`config.mk`:
```
export PLATFORM = sky130hd
export DESIGN_NAME = interp_table_lookup_unit
export DESIGN_NICKNAME = d
export VERILOG_FILES = /design/src/rtl/itl_pkg.sv /design/src/rtl/itl_table_mem.sv /design/src/rtl/itl_divider.sv /design/src/rtl/interp_table_lookup_unit.sv
export SDC_FILE = /design/constraint.sdc
export NUM_CORES = 2
export LEC_CHECK = 0
export ABC_AREA = 1
export BUFFER_PORTS_ARGS = -buffer_cell sky130_fd_sc_hd__buf_2
export CAP_MARGIN = 20
export CORE_MARGIN = 3
export CORE_UTILIZATION = 30
export CTS_CLUSTER_SIZE = 14
export DETAILED_ROUTE_END_ITERATION = 6
export PLACE_DENSITY = 0.48
export SETUP_SLACK_MARGIN = 0.1
export SYNTH_ARGS = -nofsm -noshare
export SYNTH_HDL_FRONTEND = slang
export SYNTH_HIERARCHICAL = 1
export SYNTH_SLANG_ARGS = --single-unit
export TNS_END_PERCENT = 100
```
`constraint.sdc`:
```
create_clock -name clk -period 5.6 [get_ports clk]
set_clock_uncertainty 0.2 [all_clocks]
set_input_delay 1.68 -clock clk [delete_from_list [all_inputs] [get_ports clk]]
set_output_delay 1.68 -clock clk [all_outputs]
set_load 0.05 [all_outputs]
```
`src/rtl/itl_pkg.sv`:
```
// Shared types and constants for the interpolation table lookup unit.
package itl_pkg;

  // Field widths fixed by the request and result words
  localparam int REQ_W   = 2;
  localparam int ROW_W   = 8;
  localparam int KEY_W   = 32;
  localparam int VAL_W   = 16;
  localparam int PROD_W  = KEY_W + VAL_W;
  localparam int DIV_CNT_W = $clog2(VAL_W);

  // Request codes
  localparam logic [REQ_W-1:0] REQ_WRITE  = 2'd0;
  localparam logic [REQ_W-1:0] REQ_READ   = 2'd1;
  localparam logic [REQ_W-1:0] REQ_LOOKUP = 2'd2;
  localparam logic [REQ_W-1:0] REQ_NOP    = 2'd3;

  // Status codes
  localparam logic ST_OK   = 1'b0;
  localparam logic ST_FAIL = 1'b1;

  typedef struct packed {
    logic [REQ_W-1:0]        req_type;
    logic [ROW_W-1:0]        row_index;
    logic signed [KEY_W-1:0] key_in;
    logic [VAL_W-1:0]        row_value;
  } itl_in_t;

  typedef struct packed {
    logic                    status;
    logic signed [KEY_W-1:0] key_out;
    logic [VAL_W-1:0]        value_out;
  } itl_out_t;

  typedef struct packed {
    logic signed [KEY_W-1:0] key;
    logic [VAL_W-1:0]        value;
  } itl_row_t;

  // One access to the row memory per cycle: write or read, never both
  typedef struct packed {
    logic             we;
    logic             re;
    logic [ROW_W-1:0] addr;
    itl_row_t         wdata;
  } itl_mem_req_t;

endpackage

```
`src/rtl/itl_table_mem.sv`:
```
// Row memory: one write and one read per cycle, registered read data.
module itl_table_mem #(
  parameter int ROWS = 32
) (
  input  logic                  clk,
  input  itl_pkg::itl_mem_req_t mem_req,
  output itl_pkg::itl_row_t     rd_row
);

  localparam int IDX_W = (ROWS > 1) ? $clog2(ROWS) : 1;

  itl_pkg::itl_row_t mem [ROWS];
  itl_pkg::itl_row_t rd_row_r;

  // Write the row, or fetch it into the read register
  always_ff @(posedge clk) begin
    if (mem_req.we) begin
      mem[mem_req.addr[IDX_W-1:0]] <= mem_req.wdata;
    end
    if (mem_req.re) begin
      rd_row_r <= mem[mem_req.addr[IDX_W-1:0]];
    end
  end

  assign rd_row = rd_row_r;

endmodule

```
`src/rtl/itl_divider.sv`:
```
// Restoring divider: 48-bit dividend by 32-bit divisor, 16-bit quotient, one bit per cycle.
module itl_divider (
  input  logic                         clk,
  input  logic                         rst_n,
  input  logic                         start,
  input  logic [itl_pkg::PROD_W-1:0]   dividend,
  input  logic [itl_pkg::KEY_W-1:0]    divisor,
  output logic [itl_pkg::VAL_W-1:0]    quotient,
  output logic                         done
);

  localparam int KW = itl_pkg::KEY_W;
  localparam int VW = itl_pkg::VAL_W;
  localparam int CW = itl_pkg::DIV_CNT_W;

  logic [KW-1:0] rem_r, rem_nxt;
  logic [VW-1:0] lo_r, lo_nxt;
  logic [KW-1:0] den_r, den_nxt;
  logic [CW-1:0] cnt_r, cnt_nxt;
  logic          busy_r, busy_nxt;
  logic          done_r, done_nxt;
  logic [KW:0]   trial;
  logic [KW:0]   diff;
  logic          qbit;

  // Shift in the next dividend bit and try a subtract
  always_comb begin
    trial = {rem_r, lo_r[VW-1]};
    diff  = trial - {1'b0, den_r};
    qbit  = (trial >= {1'b0, den_r});
  end

  always_comb begin
    rem_nxt  = rem_r;
    lo_nxt   = lo_r;
    den_nxt  = den_r;
    cnt_nxt  = cnt_r;
    busy_nxt = busy_r;
    done_nxt = 1'b0;
    if (start) begin
      // High part is below the divisor, so only the low bits yield quotient bits
      rem_nxt  = dividend[itl_pkg::PROD_W-1:VW];
      lo_nxt   = dividend[VW-1:0];
      den_nxt  = divisor;
      cnt_nxt  = '0;
      busy_nxt = 1'b1;
    end else if (busy_r) begin
      rem_nxt = qbit ? diff[KW-1:0] : trial[KW-1:0];
      lo_nxt  = {lo_r[VW-2:0], qbit};
      cnt_nxt = cnt_r + 1'b1;
      if (cnt_r == CW'(VW - 1)) begin
        busy_nxt = 1'b0;
        done_nxt = 1'b1;
      end
    end
  end

  always_ff @(posedge clk) begin
    if (!rst_n) begin
      busy_r <= 1'b0;
      done_r <= 1'b0;
      cnt_r  <= '0;
    end else begin
      busy_r <= busy_nxt;
      done_r <= done_nxt;
      cnt_r  <= cnt_nxt;
    end
  end

  always_ff @(posedge clk) begin
    rem_r <= rem_nxt;
    lo_r  <= lo_nxt;
    den_r <= den_nxt;
  end

  assign quotient = lo_r;
  assign done     = done_r;

endmodule

```
`src/rtl/interp_table_lookup_unit.sv`:
```
// Top level of the interpolation table lookup unit: request control, scan and interpolation.
// Holds a calibration table of ROWS rows (signed 32-bit key, 16-bit value) in one
// synchronous memory and serves one request at a time. A row write or an out-of-range
// request goes from acceptance to the hold state, and a row read passes through the read
// state first. A lookup reads one row per cycle from row 0 until it meets a key at or above
// the search key or reaches the last row; when it interpolates it then passes through the
// multiply state for the 16x32 multiply, the divider start state and the one-bit-per-cycle
// divider. The finished result sits in an output register, and the next request is taken
// while it waits there.
module interp_table_lookup_unit #(
  parameter int ROWS = 32
) (
  input  logic              clk,
  input  logic              rst_n,
  input  logic              in_valid,
  output logic              in_ready,
  input  itl_pkg::itl_in_t  in_word,
  output logic              out_valid,
  input  logic              out_ready,
  output itl_pkg::itl_out_t out_word
);

  localparam int IDX_W = (ROWS > 1) ? $clog2(ROWS) : 1;
  localparam int KW    = itl_pkg::KEY_W;
  localparam int VW    = itl_pkg::VAL_W;
  localparam logic [itl_pkg::ROW_W:0] ROWS_LIM = (itl_pkg::ROW_W + 1)'(ROWS);

  localparam logic [2:0] S_IDLE = 3'd0;
  localparam logic [2:0] S_READ = 3'd1;
  localparam logic [2:0] S_SCAN = 3'd2;
  localparam logic [2:0] S_MUL  = 3'd3;
  localparam logic [2:0] S_DGO  = 3'd4;
  localparam logic [2:0] S_DIV  = 3'd5;
  localparam logic [2:0] S_HOLD = 3'd6;

  logic [2:0] state_r, state_nxt;

  itl_pkg::itl_mem_req_t mem_req;
  itl_pkg::itl_row_t     rd_row;

  logic signed [KW-1:0]      key_r, key_nxt;
  logic [IDX_W-1:0]          row_r, row_nxt;
  itl_pkg::itl_row_t         prev_r, prev_nxt;
  logic [VW-1:0]             yc_r, yc_nxt;
  logic [VW-1:0]             ady_r, ady_nxt;
  logic                      neg_r, neg_nxt;
  logic [KW-1:0]             adx_r, adx_nxt;
  logic [KW-1:0]             aden_r, aden_nxt;
  logic [itl_pkg::PROD_W-1:0] prod_r, prod_nxt;
  itl_pkg::itl_out_t         res_r, res_nxt;
  itl_pkg::itl_out_t         out_word_r, out_word_nxt;
  logic                      out_valid_r, out_valid_nxt;

  logic                      div_start;
  logic [VW-1:0]             div_q;
  logic                      div_done;

  logic                      in_fire;
  logic                      idx_ok;
  logic [KW:0]               dx_full;
  logic [KW:0]               den_full;
  logic [VW-1:0]             q_signed;

  itl_table_mem #(
    .ROWS (ROWS)
  ) u_mem (
    .clk     (clk),
    .mem_req (mem_req),
    .rd_row  (rd_row)
  );

  itl_divider u_div (
    .clk      (clk),
    .rst_n    (rst_n),
    .start    (div_start),
    .dividend (prod_r),
    .divisor  (aden_r),
    .quotient (div_q),
    .done     (div_done)
  );

  assign in_ready  = (state_r == S_IDLE);
  assign in_fire   = in_valid && in_ready;
  assign idx_ok    = ({1'b0, in_word.row_index} < ROWS_LIM);
  assign div_start = (state_r == S_DGO);

  // Distances to the current row; both are positive once the scan stops between rows
  assign dx_full  = {rd_row.key[KW-1], rd_row.key} - {key_r[KW-1], key_r};
  assign den_full = {rd_row.key[KW-1], rd_row.key} - {prev_r.key[KW-1], prev_r.key};
  assign q_signed = neg_r ? (VW'(0) - div_q) : div_q;

  // Request sequencing, memory access and scan
  always_comb begin
    state_nxt = state_r;
    key_nxt   = key_r;
    row_nxt   = row_r;
    prev_nxt  = prev_r;
    yc_nxt    = yc_r;
    ady_nxt   = ady_r;
    neg_nxt   = neg_r;
    adx_nxt   = adx_r;
    aden_nxt  = aden_r;
    prod_nxt  = prod_r;
    res_nxt   = res_r;
    mem_req   = '0;

    unique case (state_r)
      S_IDLE: begin
        if (in_fire) begin
          res_nxt = '0;
          mem_req.addr  = in_word.row_index;
          mem_req.wdata = '{key: in_word.key_in, value: in_word.row_value};
          unique case (in_word.req_type)
            itl_pkg::REQ_WRITE: begin
              mem_req.we     = idx_ok;
              res_nxt.status = idx_ok ? itl_pkg::ST_OK : itl_pkg::ST_FAIL;
              state_nxt      = S_HOLD;
            end
            itl_pkg::REQ_READ: begin
              mem_req.re     = idx_ok;
              res_nxt.status = idx_ok ? itl_pkg::ST_OK : itl_pkg::ST_FAIL;
              state_nxt      = idx_ok ? S_READ : S_HOLD;
            end
            itl_pkg::REQ_LOOKUP: begin
              mem_req.re   = 1'b1;
              mem_req.addr = '0;
              key_nxt      = in_word.key_in;
              row_nxt      = '0;
              state_nxt    = S_SCAN;
            end
            default: begin
              state_nxt = S_HOLD;
            end
          endcase
        end
      end
      S_READ: begin
        res_nxt.key_out   = rd_row.key;
        res_nxt.value_out = rd_row.value;
        state_nxt         = S_HOLD;
      end
      S_SCAN: begin
        if ($signed(key_r) == $signed(rd_row.key)) begin
          res_nxt.value_out = rd_row.value;
          state_nxt         = S_HOLD;
        end else if ($signed(key_r) < $signed(rd_row.key)) begin
          if (row_r == '0) begin
            res_nxt.value_out = rd_row.value;
            state_nxt         = S_HOLD;
          end else begin
            // Capture the interpolation operands as magnitudes and a sign
            yc_nxt    = rd_row.value;
            neg_nxt   = (prev_r.value < rd_row.value);
            ady_nxt   = neg_nxt ? (rd_row.value - prev_r.value) : (prev_r.value - rd_row.value);
            adx_nxt   = dx_full[KW-1:0];
            aden_nxt  = den_full[KW-1:0];
            state_nxt = S_MUL;
          end
        end else if (row_r == IDX_W'(ROWS - 1)) begin
          res_nxt.value_out = rd_row.value;
          state_nxt         = S_HOLD;
        end else begin
          // Advance to the next row
          prev_nxt     = rd_row;
          row_nxt      = row_r + 1'b1;
          mem_req.re   = 1'b1;
          mem_req.addr = itl_pkg::ROW_W'(row_nxt);
        end
      end
      S_MUL: begin
        prod_nxt  = ady_r * adx_r;
        state_nxt = S_DGO;
      end
      S_DGO: begin
        state_nxt = S_DIV;
      end
      S_DIV: begin
        if (div_done) begin
          res_nxt.value_out = yc_r + q_signed;
          state_nxt         = S_HOLD;
        end
      end
      S_HOLD: begin
        if (!out_valid_r || out_ready) begin
          state_nxt = S_IDLE;
        end
      end
      default: begin
        state_nxt = S_IDLE;
      end
    endcase
  end

  // Output register: load from the hold stage when the slot is free, drop on accept
  always_comb begin
    out_valid_nxt = out_valid_r;
    out_word_nxt  = out_word_r;
    if (out_valid_r && out_ready) begin
      out_valid_nxt = 1'b0;
    end
    if (state_r == S_HOLD && (!out_valid_r || out_ready)) begin
      out_valid_nxt = 1'b1;
      out_word_nxt  = res_r;
    end
  end

  always_ff @(posedge clk) begin
    if (!rst_n) begin
      state_r     <= S_IDLE;
      out_valid_r <= 1'b0;
    end else begin
      state_r     <= state_nxt;
      out_valid_r <= out_valid_nxt;
    end
  end

  always_ff @(posedge clk) begin
    key_r      <= key_nxt;
    row_r      <= row_nxt;
    prev_r     <= prev_nxt;
    yc_r       <= yc_nxt;
    ady_r      <= ady_nxt;
    neg_r      <= neg_nxt;
    adx_r      <= adx_nxt;
    aden_r     <= aden_nxt;
    prod_r     <= prod_nxt;
    res_r      <= res_nxt;
    out_word_r <= out_word_nxt;
  end

  assign out_valid = out_valid_r;
  assign out_word  = out_word_r;

  // The divider finishes only while the sequencer waits for it
  a_div_done_in_div: assert property (@(posedge clk) disable iff (!rst_n)
    div_done |-> state_r == S_DIV)
    else $error("divider done outside divide state");

  // The scan never walks past the last row
  a_scan_in_range: assert property (@(posedge clk) disable iff (!rst_n)
    state_r == S_SCAN |-> row_r <= IDX_W'(ROWS - 1))
    else $error("scan row beyond table");

  // The quotient fits 16 bits: high part of the product is below the divisor
  a_div_fits: assert property (@(posedge clk) disable iff (!rst_n)
    state_r == S_DGO |-> prod_r[itl_pkg::PROD_W-1:VW] < aden_r)
    else $error("interpolation quotient overflow");

  // A new result enters the output register only from the hold stage
  a_out_from_hold: assert property (@(posedge clk) disable iff (!rst_n)
    $rose(out_valid_r) |-> $past(state_r) == S_HOLD)
    else $error("result loaded outside hold stage");

endmodule
```
==> key figures <==
Die
  • CORE AREA: 350000 um2
  • Starting Density: 30.2%
  • Site Rows: 217
  • Chip width: 599 um
  • Boundary Pins: 113
  • Die Y: 599 um
  • Die area: 359000 um2

Clock network
  • CTS Buf Count: 225
  • TritonCTS Sinks: 2002
  • CTS tree: built
  • Bufs on Longest Clock Path: 4
  • Hold-fix buffers at CTS: 0
  • Root buffer cell: clkbuf_16
  • Clock slew at reported path FFs: 0.07 ns
  • Worst-Skew Late Latency: 0.90 ns
  • H-tree depth: 4

Final layout
  • Area of the multi-input gates: 40800 um2
  • Share of cells above drive strength 1: 12.1%
  • Fillers: 35100
  • Fin nets: 12300
  • Area grow syn2layout: 19.2%
  • Final instance area: 126000 um2
  • Storage cell area: 60000 um2

Timing
  • Clock period minus worst slack: 5.94 ns
  • Rel. slew slack: 30.1%
  • Setup Viol. Count Final: 35
  • Worst slew pin tran: 1.05 ns
  • RSZ-0062 raised after global routing: yes
  • Max Clk Rate: 168 MHz
  • Tcrit/Tclk final: 106%
  • Final Worst Setup Slack: -0.339 ns
  • Hold Vio Cnt, Final: 0
  • Final slew viol count: 0

Placement
  • HPWL Detailed: 221 mm
  • Dpl cell area: 117000 um2
  • GPL Wtd Cong: 0.879
  • Port bufs: 112

Worst setup path
  • Req. time, crit path: 6.00 ns
  • Crit path max fanout: 5
  • Worst EP arrival: 6.34 ns
  • Startpoint Class: register
  • CP endpoint kind: register
  • Kind of critical path: reg2reg

Run status
  • Status: complete, but fails checks
  • Failing checks: setup timing

Global routing
  • Initial antenna violation count: 22
  • GRT overflow: 0
  • First-pass GRT wire length: 485 mm
  • Pin count of the biggest net entering global routing: 89
  • GRT Util Overall: 18.1%
  • Vias in the first global route: 71600

Min path
  • HP Class: reg2reg

Synthesis
  • Yosys warns: 6
  • Mapped Area: 106000 um2
  • Cells after synthesis: 11000
  • Syn Nets: 11800
  • Avg Synthesized Cell Area: 9.58 um2

Drt
  • Pre-antenna DRT Iters: 5
  • WL per Instance: 20.2 um
  • DRC viols: 0
  • Via count: 73300
  • Final wirelength: 329 mm
  • Antenna Nets Post-Route: 0
  • 1st-iter DRT viols: 5377
  • Vias/cell: 4.50

Job
  • Total of max-cap violations: 0
==> worst paths after layout <==
path | slack (ns) | startpoint | cells past startpoint | to
worst max-delay path | -0.34 | ady_r[5]$_DFFE_PP_ | 25 | prod_r[47]$_DFFE_PP_
worst max register to register | -0.34 | ady_r[5]$_DFFE_PP_ | 25 | prod_r[47]$_DFFE_PP_
worst min-delay path | 0.20 | aden_r[7]$_DFFE_PP_ | 0 | u_div/den_r[7]$_DFFE_PP_
worst min register to register | 0.20 | aden_r[7]$_DFFE_PP_ | 0 | u_div/den_r[7]$_DFFE_PP_
==> repair_timing <==
item / CTS / global route
pin swaps: 18 / 61
setup endpoints to repair: 36 / 38
buffers inserted: 15 / 11
resized for setup: 173 / 195
gates cloned: 2 / 3
==> cell type report <==
class | instances | share of cell area [%]
inverters | 1224 | 3.67
clock inverters | 141 | 1.13
multi-input cells | 7339 | 32.4
well taps | 4599 | 4.57
clock buffers | 268 | 4.66
repair buffers | 706 | 5.81
diodes | 4 | 0.00796
flip-flops and latches | 2002 | 47.7
==> flip-flops by register name, indices dropped and copies added (netlist names), 48 cells and up <==
signal        flops
u_mem/mem      1536
out_word         49
res_r            49
prev_r           48
prod_r           48
u_mem/rd_row     48
==> metrics by stage <==
stage	setup TNS, ns	util [%]	setup slack, ns	instances	hold slack [ns]
after floorplan	-377.40	-	-0.274	11000	0.200
final	-6.90	36.0	-0.339	16300	0.204
after global placement	-11.89	33.4	-0.559	15800	0.201
after detailed placement	-11.77	33.4	-0.489	15800	0.205
after global routing	-12.87	36.0	-0.527	16300	0.218
after CTS	-3.51	35.7	-0.236	16300	0.202
==> layout by cell type, fill, tap and decap left out, types with 19 or more instances in the layout <==
master	count
a21o_1	32
a21oi_1	146
a21oi_2	27
a31oi_1	19
buf_12	166
buf_2	112
buf_4	390
buf_6	31
bufinv_16	25
clkbuf_1	39
clkbuf_16	230
clkinv_1	62
clkinv_2	34
edfxtp_1	1992
fa_1	392
fa_2	32
ha_1	242
ha_4	27
inv_1	1168
inv_2	47
nand2_1	5310
nand2_2	51
nand2_4	25
nand3_1	136
nand3b_1	26
nor2_1	339
nor2_2	46
nor2_4	49
nor3_1	28
o21ai_0	83
xnor2_1	54
xor2_1	88
==> routing by layer <==
layer | part of all wire [%] | routed length (um) | track usage [%]
met1 | 44 | 146000 | 24.4
met2 | 49 | 161000 | 31.0
met3 | 4.0 | 13100 | 1.84
met4 | 2.8 | 9230 | 4.80
met5 | 0 | 0 | 0
==> critical path, stage by stage, from the launching register on <==
cell	delay, ns
edfxtp_1	0.47
buf_6	0.18
clkbuf_16	0.16
nand2_1	0.07
inv_2	0.04
fa_1	0.49
inv_1	0.05
fa_1	0.46
fa_1	0.53
inv_2	0.04
fa_1	0.49
fa_1	0.49
inv_1	0.05
fa_1	0.49
inv_2	0.05
ha_4	0.28
buf_4	0.11
nand2_1	0.06
nor2_1	0.13
inv_2	0.08
nor4_4	0.22
nand3_1	0.12
nand3_1	0.12
buf_6	0.14
a21oi_2	0.06
xor2_1	0.14
Power is left out: the tool's default activity adds up to more than one toggle a clock period on the data nets, which glitch-free logic cannot reach.
